## src/hw/rtl/tdc_pkg.sv

```systemverilog
package tdc_pkg;

   // Field widths of the stream and register ports.
   localparam int unsigned REQ_TDATA_W = 56;
   localparam int unsigned REQ_TUSER_W = 2;
   localparam int unsigned RSP_TDATA_W = 16;
   localparam int unsigned CSR_INDEX_W = 2;
   localparam int unsigned CSR_DATA_W  = 22;

   localparam int unsigned MAX_PAYLOAD_DEF = 64;

   // Operation codes carried in req_tuser.
   localparam logic [1:0] OP_TICK    = 2'd0;
   localparam logic [1:0] OP_HEADER  = 2'd1;
   localparam logic [1:0] OP_PUBLISH = 2'd2;
   localparam logic [1:0] OP_NONE    = 2'd3;

   // Result kinds carried in rsp_tuser.
   localparam logic KIND_TRANSMIT = 1'b0;
   localparam logic KIND_DELIVER  = 1'b1;

   // Configuration register indexes.
   localparam logic [CSR_INDEX_W-1:0] CSR_BASE_INTERVAL = 2'd0;
   localparam logic [CSR_INDEX_W-1:0] CSR_MAX_INTERVAL  = 2'd1;
   localparam logic [CSR_INDEX_W-1:0] CSR_DUP_THRESHOLD = 2'd2;

   // Commands from the controller to the datapath.
   typedef struct packed {
      logic accept;
      logic exec;
      logic start_iv;
      logic commit_listen;
      logic start_first;
      logic commit_first;
   } tdc_cmd_type;

   // Status from the datapath to the controller.
   typedef struct packed {
      logic need_interval;
      logic need_first;
      logic mod_done;
   } tdc_status_type;

   // Results produced by one transaction; a second result is always a transmit.
   typedef struct packed {
      logic [1:0] count;
      logic       kind0;
      logic [7:0] seqno;
      logic [6:0] length;
   } tdc_push_type;

   typedef struct packed {
      logic       kind;
      logic [7:0] seqno;
      logic [6:0] length;
      logic       last;
   } tdc_entry_type;

endpackage

```

## src/hw/rtl/trickle_dissemination_ctrl.sv

```systemverilog
// Trickle dissemination controller.
// req_* carries one command per transaction: a timer tick, a received header or
// a local publish, chosen by req_tuser. rsp_* returns zero, one or two results
// per command, each a transmit or a deliver of the held version; rsp_tlast
// marks the final result of a command. csr_* writes the base interval, maximum
// interval and duplicate threshold; the user must write it only while the block
// is idle; the block itself does not enforce this. Commands are handled one at
// a time. A command that starts no new interval returns to idle after its execute
// step, which pushes its results into the queue in the cycle after acceptance.
// Starting an interval adds a run of the serial 16-bit modulo of the random listen
// value by half the interval; adopting a newer header runs that unit a second time
// for the first-send delay. Results wait in a four-entry queue; a new command is
// taken while at most two results are queued, so a stalled receiver holds off
// req_tready once more than two are queued. Reset returns the configuration
// registers to their defaults, clears the version and stops all timers; no
// interval runs until a header is adopted or a version is published.
module trickle_dissemination_ctrl #(
   parameter int unsigned MAX_PAYLOAD = tdc_pkg::MAX_PAYLOAD_DEF
) (
   input  logic                             clock,
   input  logic                             reset,
   // req_tdata: seqno_in[7:0], length_in[23:8], rand_listen[39:24], rand_first[55:40]
   input  logic                             req_tvalid,
   output logic                             req_tready,
   input  logic [tdc_pkg::REQ_TDATA_W-1:0]  req_tdata,
   // req_tuser: op[1:0]
   input  logic [tdc_pkg::REQ_TUSER_W-1:0]  req_tuser,
   // rsp_tdata: out_seqno[7:0], out_length[14:8], zero[15]
   output logic                             rsp_tvalid,
   input  logic                             rsp_tready,
   output logic [tdc_pkg::RSP_TDATA_W-1:0]  rsp_tdata,
   // rsp_tuser: kind[0]
   output logic                             rsp_tuser,
   output logic                             rsp_tlast,
   input  logic                             csr_we,
   input  logic [tdc_pkg::CSR_INDEX_W-1:0]  csr_index,
   input  logic [tdc_pkg::CSR_DATA_W-1:0]   csr_wdata
);

   import tdc_pkg::*;

   tdc_cmd_type    cmd;
   tdc_status_type sts;
   tdc_push_type   push;
   logic           out_room;

   tdc_ctrl u_ctrl (
      .clock      (clock),
      .reset      (reset),
      .req_tvalid (req_tvalid),
      .req_tready (req_tready),
      .out_room   (out_room),
      .sts        (sts),
      .cmd        (cmd)
   );

   tdc_datapath #(
      .MAX_PAYLOAD (MAX_PAYLOAD)
   ) u_datapath (
      .clock     (clock),
      .reset     (reset),
      .cmd       (cmd),
      .sts       (sts),
      .req_tdata (req_tdata),
      .req_tuser (req_tuser),
      .csr_we    (csr_we),
      .csr_index (csr_index),
      .csr_wdata (csr_wdata),
      .push      (push)
   );

   tdc_rsp_fifo u_rsp_fifo (
      .clock      (clock),
      .reset      (reset),
      .push       (push),
      .room       (out_room),
      .rsp_tvalid (rsp_tvalid),
      .rsp_tready (rsp_tready),
      .rsp_tdata  (rsp_tdata),
      .rsp_tuser  (rsp_tuser),
      .rsp_tlast  (rsp_tlast)
   );

   // Commands are processed one at a time.
   a_one_at_a_time: assert property (@(posedge clock) disable iff (reset)
      req_tvalid && req_tready |=> !req_tready)
      else $error("command accepted while the previous one is in progress");

   // A delivered or transmitted length never exceeds the payload limit.
   a_length_limit: assert property (@(posedge clock) disable iff (reset)
      rsp_tvalid |-> rsp_tdata[14:8] <= 7'(MAX_PAYLOAD))
      else $error("result length above the payload limit");

   // Two results only come from a tick, and both are transmits.
   a_pair_is_transmit: assert property (@(posedge clock) disable iff (reset)
      push.count == 2'd2 |-> push.kind0 == KIND_TRANSMIT)
      else $error("result pair with a deliver");

   // Results are produced only in the execute step, never during the modulo runs.
   a_push_on_exec: assert property (@(posedge clock) disable iff (reset)
      push.count != 2'd0 |-> cmd.exec)
      else $error("results pushed outside the execute step");

endmodule

```

## src/hw/rtl/tdc_modulo.sv

```systemverilog
module tdc_modulo (
   input  logic        clock,
   input  logic        reset,
   input  logic        start,
   input  logic [15:0] dividend,
   input  logic [21:0] divisor,
   output logic        done,
   output logic [21:0] remainder
);

   localparam int unsigned DIVIDEND_W = 16;
   localparam int unsigned CNT_W      = $clog2(DIVIDEND_W);

   logic                  busy_ff;
   logic                  done_ff;
   logic [CNT_W-1:0]      cnt_ff;
   logic [21:0]           rem_ff;
   logic [21:0]           rem_in;
   logic [DIVIDEND_W-1:0] shreg_ff;
   logic [21:0]           div_ff;
   logic [22:0]           trial;
   logic                  fits;

   // Restoring division, one dividend bit per cycle; only the remainder is kept.
   assign trial  = {rem_ff, shreg_ff[DIVIDEND_W-1]};
   assign fits   = trial >= {1'b0, div_ff};
   assign rem_in = fits ? 22'(trial - {1'b0, div_ff}) : trial[21:0];

   always_ff @(posedge clock) begin
      if (reset) begin
         busy_ff <= 1'b0;
         done_ff <= 1'b0;
      end else begin
         done_ff <= 1'b0;
         if (start) begin
            busy_ff <= 1'b1;
         end else if (busy_ff && cnt_ff == CNT_W'(DIVIDEND_W - 1)) begin
            busy_ff <= 1'b0;
            done_ff <= 1'b1;
         end
      end
   end

   always_ff @(posedge clock) begin
      if (start) begin
         cnt_ff   <= '0;
         rem_ff   <= '0;
         shreg_ff <= dividend;
         div_ff   <= divisor;
      end else if (busy_ff) begin
         cnt_ff   <= cnt_ff + 1'b1;
         rem_ff   <= rem_in;
         shreg_ff <= {shreg_ff[DIVIDEND_W-2:0], 1'b0};
      end
   end

   assign done      = done_ff;
   // A zero modulus gives zero.
   assign remainder = (div_ff == '0) ? '0 : rem_ff;

endmodule

```

## src/hw/rtl/tdc_datapath.sv

```systemverilog
module tdc_datapath #(
   parameter int unsigned MAX_PAYLOAD = tdc_pkg::MAX_PAYLOAD_DEF
) (
   input  logic                                clock,
   input  logic                                reset,
   input  tdc_pkg::tdc_cmd_type                cmd,
   output tdc_pkg::tdc_status_type             sts,
   input  logic [tdc_pkg::REQ_TDATA_W-1:0]     req_tdata,
   input  logic [tdc_pkg::REQ_TUSER_W-1:0]     req_tuser,
   input  logic                                csr_we,
   input  logic [tdc_pkg::CSR_INDEX_W-1:0]     csr_index,
   input  logic [tdc_pkg::CSR_DATA_W-1:0]      csr_wdata,
   output tdc_pkg::tdc_push_type               push
);

   import tdc_pkg::*;

   localparam logic [1:0] PH_IDLE   = 2'd0;
   localparam logic [1:0] PH_LISTEN = 2'd1;
   localparam logic [1:0] PH_WAIT   = 2'd2;

   // Configuration.
   logic [15:0] base_ff;
   logic [21:0] max_ff;
   logic [7:0]  thr_ff;

   // Latched transaction.
   logic [1:0]  op_ff;
   logic [7:0]  seq_ff;
   logic [15:0] len_ff;
   logic [15:0] rl_ff;
   logic [15:0] rf_ff;

   // Protocol state.
   logic [7:0]  version_ff, version_in;
   logic [6:0]  held_ff, held_in;
   logic [4:0]  dc_ff, dc_in;
   logic [7:0]  dup_ff, dup_in;
   logic [1:0]  phase_ff, phase_in;
   logic [21:0] listen_left_ff, listen_left_in;
   logic [21:0] interval_left_ff, interval_left_in;
   logic [15:0] fs_left_ff, fs_left_in;
   logic        armed_ff, armed_in;
   logic [20:0] half_ff, half_in;

   logic [46:0] shifted_iv;
   logic        below_max;
   logic [21:0] iv_clamped;
   logic [20:0] half;
   logic        fs_fire;
   logic        lf;
   logic        ivf;
   logic        send_listen;
   logic [7:0]  diff;
   logic        len_ok;
   logic        need_interval;
   logic        need_first;
   logic [1:0]  push_count;
   logic        push_kind;

   logic        mod_start;
   logic [15:0] mod_dividend;
   logic [21:0] mod_divisor;
   logic        mod_done;
   logic [21:0] mod_rem;

   always_ff @(posedge clock) begin
      if (reset) begin
         base_ff <= 16'd128;
         max_ff  <= 22'd4096;
         thr_ff  <= 8'd1;
      end else if (csr_we) begin
         unique case (csr_index)
            CSR_BASE_INTERVAL: base_ff <= csr_wdata[15:0];
            CSR_MAX_INTERVAL:  max_ff  <= csr_wdata;
            CSR_DUP_THRESHOLD: thr_ff  <= csr_wdata[7:0];
            default: ;
         endcase
      end
   end

   always_ff @(posedge clock) begin
      if (cmd.accept) begin
         op_ff  <= req_tuser;
         seq_ff <= req_tdata[7:0];
         len_ff <= req_tdata[23:8];
         rl_ff  <= req_tdata[39:24];
         rf_ff  <= req_tdata[55:40];
      end
      half_ff <= half_in;
   end

   always_ff @(posedge clock) begin
      if (reset) begin
         version_ff       <= '0;
         held_ff          <= '0;
         dc_ff            <= '0;
         dup_ff           <= '0;
         phase_ff         <= PH_IDLE;
         listen_left_ff   <= '0;
         interval_left_ff <= '0;
         fs_left_ff       <= '0;
         armed_ff         <= 1'b0;
      end else begin
         version_ff       <= version_in;
         held_ff          <= held_in;
         dc_ff            <= dc_in;
         dup_ff           <= dup_in;
         phase_ff         <= phase_in;
         listen_left_ff   <= listen_left_in;
         interval_left_ff <= interval_left_in;
         fs_left_ff       <= fs_left_in;
         armed_ff         <= armed_in;
      end
   end

   // Interval length for the current doubling count, before and after clamping.
   assign shifted_iv = 47'(base_ff) << dc_ff;
   assign below_max  = shifted_iv < 47'(max_ff);
   assign iv_clamped = (shifted_iv > 47'(max_ff)) ? max_ff : shifted_iv[21:0];
   assign half       = iv_clamped[21:1];

   assign fs_fire     = armed_ff && (fs_left_ff <= 16'd1);
   assign lf          = (phase_ff == PH_LISTEN) && (listen_left_ff <= 22'd1);
   assign ivf         = interval_left_ff <= 22'd1;
   assign send_listen = lf && (dup_ff < thr_ff);
   assign diff        = seq_ff - version_ff;
   assign len_ok      = len_ff <= 16'(MAX_PAYLOAD);

   always_comb begin
      version_in       = version_ff;
      held_in          = held_ff;
      dc_in            = dc_ff;
      dup_in           = dup_ff;
      phase_in         = phase_ff;
      listen_left_in   = listen_left_ff;
      interval_left_in = interval_left_ff;
      fs_left_in       = fs_left_ff;
      armed_in         = armed_ff;
      half_in          = half_ff;
      need_interval    = 1'b0;
      need_first       = 1'b0;
      push_count       = 2'd0;
      push_kind        = KIND_TRANSMIT;

      if (cmd.exec) begin
         unique case (op_ff)
            OP_TICK: begin
               // The first-send timer runs ahead of the trickle timers.
               if (armed_ff) begin
                  fs_left_in = fs_fire ? 16'd0 : fs_left_ff - 16'd1;
                  armed_in   = !fs_fire;
               end
               if (phase_ff != PH_IDLE) begin
                  if (phase_ff == PH_LISTEN) begin
                     listen_left_in = lf ? 22'd0 : listen_left_ff - 22'd1;
                  end
                  interval_left_in = ivf ? 22'd0 : interval_left_ff - 22'd1;
                  if (lf) begin
                     if (below_max && dc_ff != 5'd31) begin
                        dc_in = dc_ff + 5'd1;
                     end
                     phase_in = PH_WAIT;
                  end
                  need_interval = ivf && (phase_ff == PH_WAIT || lf);
               end
               push_count = 2'(fs_fire) + 2'(send_listen);
            end
            OP_HEADER: begin
               if (diff == 8'd0) begin
                  if (dup_ff != 8'hFF) begin
                     dup_in = dup_ff + 8'd1;
                  end
               end else if (diff[7]) begin
                  // An older version heard: answer at once.
                  dc_in      = '0;
                  push_count = 2'd1;
               end else if (len_ok) begin
                  version_in    = seq_ff;
                  held_in       = len_ff[6:0];
                  dc_in         = '0;
                  armed_in      = 1'b1;
                  need_interval = 1'b1;
                  need_first    = 1'b1;
                  push_count    = 2'd1;
                  push_kind     = KIND_DELIVER;
               end
            end
            OP_PUBLISH: begin
               held_in       = len_ok ? len_ff[6:0] : 7'(MAX_PAYLOAD);
               version_in    = version_ff + 8'd1;
               dc_in         = '0;
               need_interval = 1'b1;
               push_count    = 2'd1;
            end
            OP_NONE: ;
            default: ;
         endcase
      end

      if (cmd.start_iv) begin
         interval_left_in = iv_clamped;
         dup_in           = '0;
         phase_in         = PH_LISTEN;
         half_in          = half;
      end
      if (cmd.commit_listen) begin
         listen_left_in = 22'(half_ff) + mod_rem;
      end
      if (cmd.commit_first) begin
         fs_left_in = mod_rem[15:0];
      end
   end

   assign mod_start    = cmd.start_iv || cmd.start_first;
   assign mod_dividend = cmd.start_first ? rf_ff : rl_ff;
   assign mod_divisor  = cmd.start_first ? 22'(base_ff) : 22'(half);

   tdc_modulo u_modulo (
      .clock     (clock),
      .reset     (reset),
      .start     (mod_start),
      .dividend  (mod_dividend),
      .divisor   (mod_divisor),
      .done      (mod_done),
      .remainder (mod_rem)
   );

   assign sts.need_interval = need_interval;
   assign sts.need_first    = need_first;
   assign sts.mod_done      = mod_done;

   // Results carry the version as it stands after this transaction.
   assign push.count  = push_count;
   assign push.kind0  = push_kind;
   assign push.seqno  = version_in;
   assign push.length = held_in;

endmodule

```

## src/hw/rtl/tdc_ctrl.sv

```systemverilog
module tdc_ctrl (
   input  logic                    clock,
   input  logic                    reset,
   input  logic                    req_tvalid,
   output logic                    req_tready,
   input  logic                    out_room,
   input  tdc_pkg::tdc_status_type sts,
   output tdc_pkg::tdc_cmd_type    cmd
);

   import tdc_pkg::*;

   localparam logic [2:0] S_IDLE   = 3'd0;
   localparam logic [2:0] S_EXEC   = 3'd1;
   localparam logic [2:0] S_START  = 3'd2;
   localparam logic [2:0] S_WAIT_L = 3'd3;
   localparam logic [2:0] S_FIRST  = 3'd4;
   localparam logic [2:0] S_WAIT_F = 3'd5;

   logic [2:0] state_ff, state_in;
   logic       need_first_ff, need_first_in;

   always_ff @(posedge clock) begin
      if (reset) begin
         state_ff      <= S_IDLE;
         need_first_ff <= 1'b0;
      end else begin
         state_ff      <= state_in;
         need_first_ff <= need_first_in;
      end
   end

   assign req_tready = (state_ff == S_IDLE) && out_room;

   always_comb begin
      state_in      = state_ff;
      need_first_in = need_first_ff;
      cmd           = '0;
      cmd.accept    = req_tvalid && req_tready;

      unique case (state_ff)
         S_IDLE: begin
            if (cmd.accept) begin
               state_in = S_EXEC;
            end
         end
         S_EXEC: begin
            cmd.exec      = 1'b1;
            need_first_in = sts.need_first;
            state_in      = sts.need_interval ? S_START : S_IDLE;
         end
         S_START: begin
            cmd.start_iv = 1'b1;
            state_in     = S_WAIT_L;
         end
         S_WAIT_L: begin
            if (sts.mod_done) begin
               cmd.commit_listen = 1'b1;
               state_in          = need_first_ff ? S_FIRST : S_IDLE;
            end
         end
         S_FIRST: begin
            cmd.start_first = 1'b1;
            state_in        = S_WAIT_F;
         end
         S_WAIT_F: begin
            if (sts.mod_done) begin
               cmd.commit_first = 1'b1;
               state_in         = S_IDLE;
            end
         end
         default: state_in = S_IDLE;
      endcase
   end

endmodule

```

## src/hw/rtl/tdc_rsp_fifo.sv

```systemverilog
module tdc_rsp_fifo (
   input  logic                             clock,
   input  logic                             reset,
   input  tdc_pkg::tdc_push_type            push,
   output logic                             room,
   output logic                             rsp_tvalid,
   input  logic                             rsp_tready,
   output logic [tdc_pkg::RSP_TDATA_W-1:0]  rsp_tdata,
   output logic                             rsp_tuser,
   output logic                             rsp_tlast
);

   import tdc_pkg::*;

   localparam int unsigned DEPTH   = 4;
   localparam int unsigned PTR_W   = $clog2(DEPTH);
   localparam int unsigned LEVEL_W = $clog2(DEPTH + 1);

   tdc_entry_type         mem_ff [DEPTH];
   logic [PTR_W-1:0]      wr_ptr_ff;
   logic [PTR_W-1:0]      rd_ptr_ff;
   logic [LEVEL_W-1:0]    level_ff;
   logic                  pop;
   tdc_entry_type         rd_entry;

   assign pop      = rsp_tvalid && rsp_tready;
   // A transaction yields at most two results, so one is taken only when two slots are free.
   assign room     = level_ff <= LEVEL_W'(DEPTH - 2);
   assign rd_entry = mem_ff[rd_ptr_ff];

   always_ff @(posedge clock) begin
      if (reset) begin
         wr_ptr_ff <= '0;
         rd_ptr_ff <= '0;
         level_ff  <= '0;
      end else begin
         wr_ptr_ff <= wr_ptr_ff + PTR_W'(push.count);
         rd_ptr_ff <= rd_ptr_ff + PTR_W'(pop);
         level_ff  <= level_ff + LEVEL_W'(push.count) - LEVEL_W'(pop);
      end
   end

   always_ff @(posedge clock) begin
      if (push.count != 2'd0) begin
         mem_ff[wr_ptr_ff] <= '{kind:   push.kind0,
                                seqno:  push.seqno,
                                length: push.length,
                                last:   push.count == 2'd1};
      end
      if (push.count == 2'd2) begin
         mem_ff[wr_ptr_ff + PTR_W'(1)] <= '{kind:   KIND_TRANSMIT,
                                            seqno:  push.seqno,
                                            length: push.length,
                                            last:   1'b1};
      end
   end

   assign rsp_tvalid = level_ff != '0;
   assign rsp_tdata  = {1'b0, rd_entry.length, rd_entry.seqno};
   assign rsp_tuser  = rd_entry.kind;
   assign rsp_tlast  = rd_entry.last;

endmodule

```

## config.mk

```make
export PLATFORM = sky130hd
export DESIGN_NAME = trickle_dissemination_ctrl
export DESIGN_NICKNAME = d
export VERILOG_FILES = /design/src/hw/rtl/tdc_pkg.sv /design/src/hw/rtl/trickle_dissemination_ctrl.sv /design/src/hw/rtl/tdc_modulo.sv /design/src/hw/rtl/tdc_datapath.sv /design/src/hw/rtl/tdc_ctrl.sv /design/src/hw/rtl/tdc_rsp_fifo.sv
export SDC_FILE = /design/constraint.sdc
export NUM_CORES = 1
export LEC_CHECK = 0
export BUFFER_PORTS_ARGS = -buffer_cell sky130_fd_sc_hd__buf_2
export CAP_MARGIN = 25
export CORE_ASPECT_RATIO = 1.25
export CORE_MARGIN = 4
export CORE_UTILIZATION = 45
export CTS_BUF_LIST = sky130_fd_sc_hd__clkbuf_4 sky130_fd_sc_hd__clkbuf_8
export DETAILED_ROUTE_END_ITERATION = 6
export GPL_TIMING_DRIVEN = 0
export SYNTH_ARGS = -nofsm -noshare
export SYNTH_HDL_FRONTEND = slang
export SYNTH_HIERARCHICAL = 1
export SYNTH_SLANG_ARGS = --single-unit
```

## constraint.sdc

```tcl
create_clock -name clock -period 4.8 [get_ports clock]
set_clock_uncertainty 0.2 [all_clocks]
set_input_delay 0.24 -clock clock [delete_from_list [all_inputs] [get_ports clock]]
set_output_delay 0.24 -clock clock [all_outputs]
set_load 0.03 [all_outputs]
```

Yosys cells after proc, flatten, opt, wreduce, memory -nomap -nowiden --
Memories as Yosys holds them, arrays and structs flattened. A register that Yosys moved wholly into a read port is not among the register bits. Index checks and enable logic that the tools add are counted.
Word-level totals: register bits after elaboration 293, bits in writable memories 68, bits of input ports 87, output and inout bits 20, word-level logic and storage cells 217, memories 1
Memories:
- u_rsp_fifo.mem_ff | words 4, width 17, rd ports 1, clocked after memory_dff 1, wr ports 2, line tdc_rsp_fifo.sv:19 | tdc_entry_type mem_ff [DEPTH];
Operators by class: add/subtract/negate cells 16, $lt $le $gt $ge 9, eq/ne operators 26, shift-type cells 1, muxes and demuxes 84, reduce and logical (&&, ||, !) cells 49
Operators with widths (number):
- two-way mux 22 bit | 14
- two-way mux 16 bit | 9
- greater-than comparator 47 x 22 -> 1 bit | 1
- less-than comparator 47 x 22 -> 1 bit | 1
- left shift 16 x 5 -> 47 bit | 1
- less-or-equal comparator 22 x 1 -> 1 bit (second input constant) | 2
- subtractor 22 x 1 -> 22 bit (second input constant) | 2
- two-way mux 7 bit | 5
- two-way mux 8 bit | 4
- nonzero test 2 bit | 16
- two-way mux 1 bit | 30
- two-way mux 5 bit | 6
- >= comparator 23 x 22 -> 1 bit | 1
- adder 21 x 22 -> 22 bit | 1
- zero test 22 bit | 1
- subtractor 22 bit | 1
- one-hot mux 3 bit (6 select lines) | 1
- adder 8 x 1 -> 8 bit (second input constant) | 2
- less-or-equal comparator 16 x 1 -> 1 bit (second input constant) | 1
- less-or-equal comparator 16 x 7 -> 1 bit (second input constant) | 1
- one-hot mux 8 bit (2 select lines) | 1
- AND reduction 4 bit | 4
- subtractor 16 x 1 -> 16 bit (second input constant) | 1
- one-hot mux 5 bit (3 select lines) | 1
- 40 further kinds | 78

Logic depth before layout (Yosys ltp) --
Gate-level depths: netlist of the first run.
word-level depth 9, depth in mapped cells 19, gate-level depth less buffers 19

Hierarchy --
The synthesis of the first run kept the hierarchy.
Modules (own cells, without submodules):
- tdc_datapath | instances 1, cells an instance 1470, area each 13376.6 um^2, sequential area each 5114.9 um^2
- tdc_modulo | instances 1, cells an instance 423, area each 4075.2 um^2, sequential area each 1701.6 um^2
- tdc_rsp_fifo | instances 1, cells an instance 230, area each 3434.5 um^2, sequential area each 2102.0 um^2
- tdc_ctrl | instances 1, cells an instance 28, area each 266.5 um^2, sequential area each 80.1 um^2

Least setup slack after synthesis of the first run --
Ideal clock, no wire load.
path kind flip-flop to flip-flop, from register u_datapath.dc_ff[1], to register u_datapath.u_modulo.div_ff[11], data pin, setup time 0.260 ns, arrival 3.733 ns, required time 4.340 ns, setup slack 0.607 ns, stages on the path, launching flop included 20, path buffers 6, clock period less this slack 4.193 ns, path through dfxtp_1 > buf_6 > buf_6 > buf_6 > buf_4 > buf_2 > or2_2 > nor2_1 > a21oi_1 > nor3_1 > ha_1 > a2111oi_0 > nand3_1 > o2111ai_1 > o211ai_1 > nor2_1 > o21a_4 > buf_6 > mux2_4 > mux2_2
On the way: cells in the longest elaborated chain, start to end 4
Ends and longest elaborated chain:
- start: declaration | line tdc_datapath.sv:37 | logic [4:0] dc_ff, dc_in;
- start signal: assignment | line tdc_datapath.sv:107 | dc_ff <= dc_in;
- left shift 16 x 5 -> 47 bit * | line tdc_datapath.sv:118 | assign shifted_iv = 47'(base_ff) << dc_ff;
- greater-than comparator 47 x 22 -> 1 bit | line tdc_datapath.sv:120 | assign iv_clamped = (shifted_iv > 47'(max_ff)) ? max_ff : shifted_iv[21:0];
- two-way mux 22 bit * | line tdc_datapath.sv:120
- named net u_datapath.iv_clamped[12] | line tdc_datapath.sv:48 | logic [21:0] iv_clamped;
- two-way mux 16 bit * | line tdc_datapath.sv:217 | assign mod_divisor = cmd.start_first ? 22'(base_ff) : 22'(half);
- named net u_datapath.mod_divisor[11] | line tdc_datapath.sv:63 | logic [21:0] mod_divisor;
- end signal: assignment | line tdc_modulo.sv:49 | div_ff <= divisor;
- end: declaration | line tdc_modulo.sv:20 | logic [21:0] div_ff;
Mark *: on every way through the listed nets, which the timed path passes. The rest lies on a longest branch. A chain may end at the register's enable or synchronous reset.

Final worst setup path of the first run --
from register u_datapath.dc_ff[1], to register u_datapath.u_modulo.div_ff[15], data pin
On the way: cells in the longest elaborated chain, start to end 4
Ends and longest elaborated chain (line):
- left shift 16 x 5 -> 47 bit * | tdc_datapath.sv:118
- greater-than comparator 47 x 22 -> 1 bit | tdc_datapath.sv:120
- two-way mux 22 bit * | tdc_datapath.sv:120
- two-way mux 16 bit * | tdc_datapath.sv:217
- named net u_datapath.mod_divisor[15] | tdc_datapath.sv:63
Marked as above.

==> results.toml, run 1 <==
[critical_path]
crit_chain = "buf_6 > buf_6 > buf_6 > nand3b_1 > a21boi_0 > o21ai_0 > nor2_1 > o32ai_1 > ha_1 > a21oi_1 > nor2_1 > a211oi_1 > o211ai_1 > nor2_2 > o21a_4 > buf_12 > mux2i_1 > o21ai_1"
worst-setup-path-type = "reg -> reg"
worstPathRequired_ns = 5.01
crit_fanout = 10
cp-start-kind = "flip-flop"
reg2reg_depth = 18
rrSetupSlack_ns = 0.16
worst-path-buf-inv = 4
endpoint_kind = "flip-flop"
slowest_delay_ns = 0.54
cp_top_family = "compound AO/OA/AOI/OAI gates"
critPathSlowestCell = "o32ai_1"
r2r_end = "u_datapath/u_modulo/div_ff[15]"
arrival_ns = 4.85
crit_top_cell = "buf_6"
reg2reg_from = "u_datapath/dc_ff[1]"

[route]
via_count = 17600
wl_per_cell_um = 20.9
drt_iter0_markers = 1265
final_antenna_net_count = 0
routed_wl_mm = 64.9
first_pass_iters = 6
drcViolationCount = 0
viasPerCell = 5.68

[cells_and_area]
fin_nets = 2604
layout_commonest_cell = "nor2_1"
drive_above_1_share_pct = 17.5
syn2layout_area_growth_pct = 18.0
seqCellArea_um2 = 9000
layout_common_cells = "nor2_1 (191), dfxtp_1 (183), nand2_1 (179)"
fill_cells = 4218
multiInputGateArea_um2 = 11200

[run]
drv_cap = 0

[grt]
grt_pass1_wl_mm = 99.6
overflow = 0
grt_pass1_vias = 17700
antenna_found_initial = 2
grt_max_degree = 36
track_usage_pct = 24.9

[pwr]
netSwitchingFraction_pct = 33.9
p_switching_mw = 3.36
p_int_mw = 6.53
seqPwrFrac_pct = 37.9
p_total_mw = 9.89
pwr-share-clk_pct = 31.4
leakagePower_nw = 9.62
peakVddDrop_mv = 0.245
p_per_area_nw_per_um2 = 396
power.share.combinational_pct = 30.7

[sta]
tns_ns = 0
relSlewSlack_pct = 25.5
min_period_over_period_pct = 96.7
max_freq_mhz = 215
final-setup-viol-count = 0
grt_setup_unrepaired = "yes"
slew_violations = 0
finalHoldViolations = 0
whs_ns = 0.0752
period_minus_slack_ns = 4.64
tightest_slew_ns = 1.12

[yosys]
synth_edf_count = 177
synth_compound_area_share_pct = 15.8
synth_seq_cells = 361
synth_area_um2 = 21200
synth-simple-area-share_pct = 17.6
synthMuxAreaShare_pct = 9.56
ys_seq_area_share_pct = 42.5
synth_cell_types = 105
postSynthAreaPerCell_um2 = 9.83
async_flop_share_pct = 0
synth_top_family_by_area = "simple AND/OR/NAND/NOR gates"
synthFlopType = "dfxtp_1"
synth_xor_area_share_pct = 3.31
syn_inst = 2151
synth.yosys.warnings = 6
synth_fa_ha_area_share_pct = 6.08
synth_nets = 2339

[worst_hold_path]
min_path_type = "in -> reg"
min_path_cells = 2
hp-start = "req_tdata[6]"
hold-path-endpoint = "u_datapath/seq_ff[6]"

[clock_tree]
numCtsBuffers = 61
htreeDepth = 2
clkLatencyLatePin_ns = 0.68
cts_root_buffer = "clkbuf_8"
cts.path.max_buffers = 3
clock_sinks = 361
clk_transition_reported_paths_ns = 0.07
cts_tree = "built"

[floorplanning]
die_h_um = 250
rows = 88
die_x_um = 202
die_area_um2 = 50600
io_pins = 107
start_util_pct = 45.6
core_um2 = 46400

[placement]
gp_congestion = 0.916
hpwl_mm = 48.1
io_buffers = 105

[run_status]
status = "finished clean"
## cells by family (layout without fill, tap and decap cells)
kind of cell / count (synthesis) / in the layout
compound gates: 479 / 479
xor+xnor: 80 / 80
fa+ha+maj: 101 / 101
buf+inv: 235 / 552
flops: 361 / 361
mux: 151 / 151
other cells: 2 / 4
simple gates: 742 / 742
## flip-flops by register name, indices dropped and copies added (netlist names), 21 cells and up
| name | flops |
|---|---|
| u_rsp_fifo/mem_ff | 68 |
| u_datapath/interval_left_ff | 22 |
| u_datapath/listen_left_ff | 22 |
| u_datapath/max_ff | 22 |
| u_datapath/u_modulo/div_ff | 22 |
| u_datapath/u_modulo/rem_ff | 22 |
| u_datapath/half_ff | 21 |
## synthesized netlist by cell type, types with 14 or more instances
library cell / instances / area share (%)
o2bb2ai_1: 16 / 0.66
and2_1: 77 / 2.3
o22ai_1: 23 / 0.68
and3_1: 14 / 0.41
xor2_1: 34 / 1.4
a31oi_1: 14 / 0.41
nand2b_1: 31 / 0.92
nor4_1: 31 / 0.92
dfxtp_1: 184 / 17
a22oi_1: 16 / 0.57
o21ai_0: 62 / 1.5
nand2_1: 179 / 3.2
xnor2_1: 46 / 1.9
clkbuf_1: 66 / 1.2
nand4_1: 17 / 0.50
a211oi_1: 18 / 0.64
ha_1: 98 / 5.8
nand3_1: 34 / 0.80
a21oi_1: 139 / 3.3
edfxtp_1: 177 / 25
nor2_1: 194 / 3.4
mux2_2: 51 / 2.7
mux2i_1: 52 / 2.5
nor2b_1: 38 / 1.1
a22o_1: 24 / 0.99
mux4_2: 29 / 3.1
a21o_1: 19 / 0.67
inv_1: 117 / 2.1
nor3_1: 50 / 1.2
buf_6: 14 / 0.75
## layout make-up
type | instances | share of cell area [%]
Antenna cell | 2 | 0.0200
Buffer | 113 | 2.55
Clock buffer | 91 | 4.47
Clock inverter | 24 | 1.06
Inverter | 120 | 1.80
Multi-Input combinational cell | 1555 | 44.8
Sequential cell | 361 | 36.1
Tap cell | 630 | 3.16
Timing Repair Buffer | 204 | 6.09
## per-stage QoR
stage	instances	utilization [%]	setup slack, ns	cell area [um2]
4_1_cts	3093	53.6	0.0281	24900
2_1_floorplan	2151	-	0.607	21200
6_report	3100	53.9	0.158	25000
3_3_place_gp	2886	48.5	-0.505	22500
3_5_place_dp	2889	48.6	-0.483	22500
5_1_grt	3099	53.8	-0.0179	25000
## worst max path at each step
stage / start / endpoint / slack [ns] / cells after the start
global route: u_datapath/dc_ff[1] / u_datapath/u_modulo/div_ff[15] / -0.02 / 18
floorplan: u_datapath/dc_ff[1] / u_datapath/u_modulo/div_ff[11] / 0.61 / 19
finish: u_datapath/dc_ff[1] / u_datapath/u_modulo/div_ff[15] / 0.16 / 18
detailed placement: u_datapath/u_modulo/div_ff[15] / u_datapath/listen_left_ff[19] / -0.48 / 15
CTS: u_datapath/dc_ff[1] / u_datapath/u_modulo/div_ff[7] / 0.03 / 19
global placement: u_datapath/u_modulo/div_ff[15] / u_datapath/listen_left_ff[19] / -0.50 / 15
## power by group through the flow
stage / Clock (mW) / Combinational (mW) / Sequential (mW)
6_report: 3.10 / 3.04 / 3.75
4_1_cts: 3.18 / 2.99 / 3.74
5_1_grt: 3.32 / 3.32 / 3.77
3_3_place_gp: 0 / 2.85 / 3.80
2_1_floorplan: 0 / 2.18 / 3.70
3_5_place_dp: 0 / 2.91 / 3.80
## timing repair
item                                    CTS  global route
gates cloned                              0             0
gates resized for setup                  16            18
endpoints found under the setup margin   76           137
hold buffers                             89             0
pin swaps                                 1             6
endpoints found under the hold margin   115             0
setup buffers                             1             5
## layer usage
layer  vias to the layer above  part of all wire, %  track usage (%)
li1                       8416                    -                -
met1                      8443                   39             29.3
met2                       585                   51             44.9
met3                       174                  5.1             3.21
met4                         0                  5.0             11.8
met5                         -                    0                0
No activity file was read; power rests on OpenSTA's default activity.
==> inputs of run 2 (changes only) <==
Settings changed: CELL_PAD_IN_SITES_DETAIL_PLACEMENT set to 1, CELL_PAD_IN_SITES_GLOBAL_PLACEMENT set to 1, PLACE_DENSITY_LB_ADDON set to 0.1.
==> results.toml, run 2 (synthesized netlist as in run 1, its figures left out) <==
[run_status]
status = "finished clean"

[floorplanning]
die_area_um2 = 50600
start_util_pct = 45.6
rows = 88
die_h_um = 250
core_um2 = 46400
die_x_um = 202
io_pins = 107

[grt]
grt_pass1_vias = 18900
track_usage_pct = 27.0
grt_pass1_wl_mm = 108
grt_max_degree = 44
overflow = 0
antenna_found_initial = 1

[critical_path]
cp-start-kind = "flip-flop"
crit_fanout = 10
endpoint_kind = "flip-flop"
arrival_ns = 4.88
worst-setup-path-type = "reg -> reg"
crit_chain = "buf_6 > buf_6 > buf_6 > buf_4 > buf_4 > or2_2 > nor2_2 > a21oi_2 > nor3_2 > ha_1 > a2111oi_2 > nand3_1 > o2111ai_1 > o211ai_1 > nor2_2 > o21a_4 > buf_12 > mux2_4 > mux2_2"
crit_top_cell = "buf_6"
critPathSlowestCell = "mux2_4"
slowest_delay_ns = 0.37
worstPathRequired_ns = 5.01

[sta]
finalHoldViolations = 0
tns_ns = 0
relSlewSlack_pct = 29.8
period_minus_slack_ns = 4.66
tightest_slew_ns = 1.05
final-setup-viol-count = 0
max_freq_mhz = 214
min_period_over_period_pct = 97.2
slew_violations = 0

[cells_and_area]
drive_above_1_share_pct = 18.1
syn2layout_area_growth_pct = 18.5
stdcell_count = 3103
layout_commonest_cell = "nor2_1"
fin_nets = 2609
layout_common_cells = "nor2_1 (190), dfxtp_1 (183), nand2_1 (179)"
largest_reg_flops = 68
largest_register = "u_rsp_fifo/mem_ff"
fill_cells = 5210

[pwr]
p_per_area_nw_per_um2 = 396
peakVddDrop_mv = 0.231
leakagePower_nw = 9.62
p_total_mw = 9.92

[placement]
gp_congestion = 1.00
io_buffers = 105
hpwl_mm = 52.0
dp_cells = 2891

[clock_tree]
clkLatencyLatePin_ns = 0.69
clock_sinks = 361
htreeDepth = 2
cts_root_buffer = "clkbuf_8"
cts.path.max_buffers = 3
clk_transition_reported_paths_ns = 0.06
numCtsBuffers = 59
cts_tree = "built"

[route]
final_antenna_net_count = 0
wl_per_cell_um = 22.4
first_pass_iters = 5
drt_iter0_markers = 869
drcViolationCount = 0
routed_wl_mm = 69.6
via_count = 17800
viasPerCell = 5.74

[run]
drv_cap = 0

[worst_hold_path]
min_path_type = "in -> reg"
## run 2: cell types whose count changed in the layout (fill, tap and decap cells not counted), moves of 2 or more
| cell | before | now |
|---|---|---|
| mux2i_1 | 50 | 43 |
| mux2i_4 | 1 | 6 |
| clkbuf_8 | 69 | 65 |
| clkinvlp_4 | 5 | 1 |
| buf_12 | 3 | 6 |
| clkbuf_4 | 23 | 26 |
| clkinv_1 | 6 | 8 |
| mux2i_2 | 2 | 4 |
## run 2: critical path: cells and delay by family (launching register included)
family                   cells  cell delay [ns]
flip-flops                   1             0.33
AND/OR/NAND/NOR              5             1.02
multiplexers                 2             0.66
buffers and inverters        6             1.02
AO/OA/AOI/OAI                5             0.86
adder cells (fa/ha/maj)      1             0.30
## run 2: area by class of cell
type | count | area [um2] | share of cell area (%)
clock inverters | 21 | 213 | 0.848
repair buffers | 209 | 1580 | 6.31
clock buffers | 91 | 1090 | 4.35
plain buffers | 115 | 646 | 2.58
inverters | 120 | 450 | 1.80
well taps | 630 | 788 | 3.14
diodes | 1 | 2.50 | 0.00998
flip-flops and latches | 361 | 9000 | 35.9
multi-input cells | 1555 | 11300 | 45.1
## run 2: per-stage QoR
step | util [%] | area [um2] | hold slack [ns] | worst slack [ns]
floorplan | - | 21200 | 0.105 | 0.607
global placement | 48.5 | 22500 | 0.217 | -0.598
detailed placement | 48.6 | 22500 | 0.219 | -0.575
CTS | 53.7 | 24900 | 0.0132 | 0.00566
global route | 54.1 | 25100 | 0.0314 | -0.0190
finish | 54.1 | 25100 | 0.0742 | 0.137
## run 2: worst paths after layout
kind         slack [ns]                     from                             end  depth (start not counted)
max                0.14      u_datapath/dc_ff[1]  u_datapath/u_modulo/div_ff[12]                         19
min reg2reg        0.28  u_rsp_fifo/mem_ff[1][0]         u_rsp_fifo/mem_ff[1][0]                          1
min                0.07            req_tdata[36]            u_datapath/rl_ff[12]                          2
max reg2reg        0.14      u_datapath/dc_ff[1]  u_datapath/u_modulo/div_ff[12]                         19
## run 2: metal layers
metal  vias to the layer above  global-route usage [%]  share of wire (%)
li1                       8409                       -                  -
met1                      8798                    30.6                 39
met2                       426                    49.7                 52
met3                       164                    3.65                3.9
met4                         0                    12.8                5.4
met5                         -                       0                  0
## run 2: power breakdown
part / internal (mW) / switching [mW] / total, mW
registers: 3.51 / 0.261 / 3.77
logic: 1.29 / 1.88 / 3.17
clock network: 1.67 / 1.31 / 2.98
total: 6.47 / 3.45 / 9.92
## run 2: what timing repair did
action,CTS,global route
resized for setup,28,32
setup buffers,3,7
pin swaps,2,6
hold endpoints to repair,129,0
hold buffers,89,0
gates cloned,0,0
setup endpoints to repair,194,168
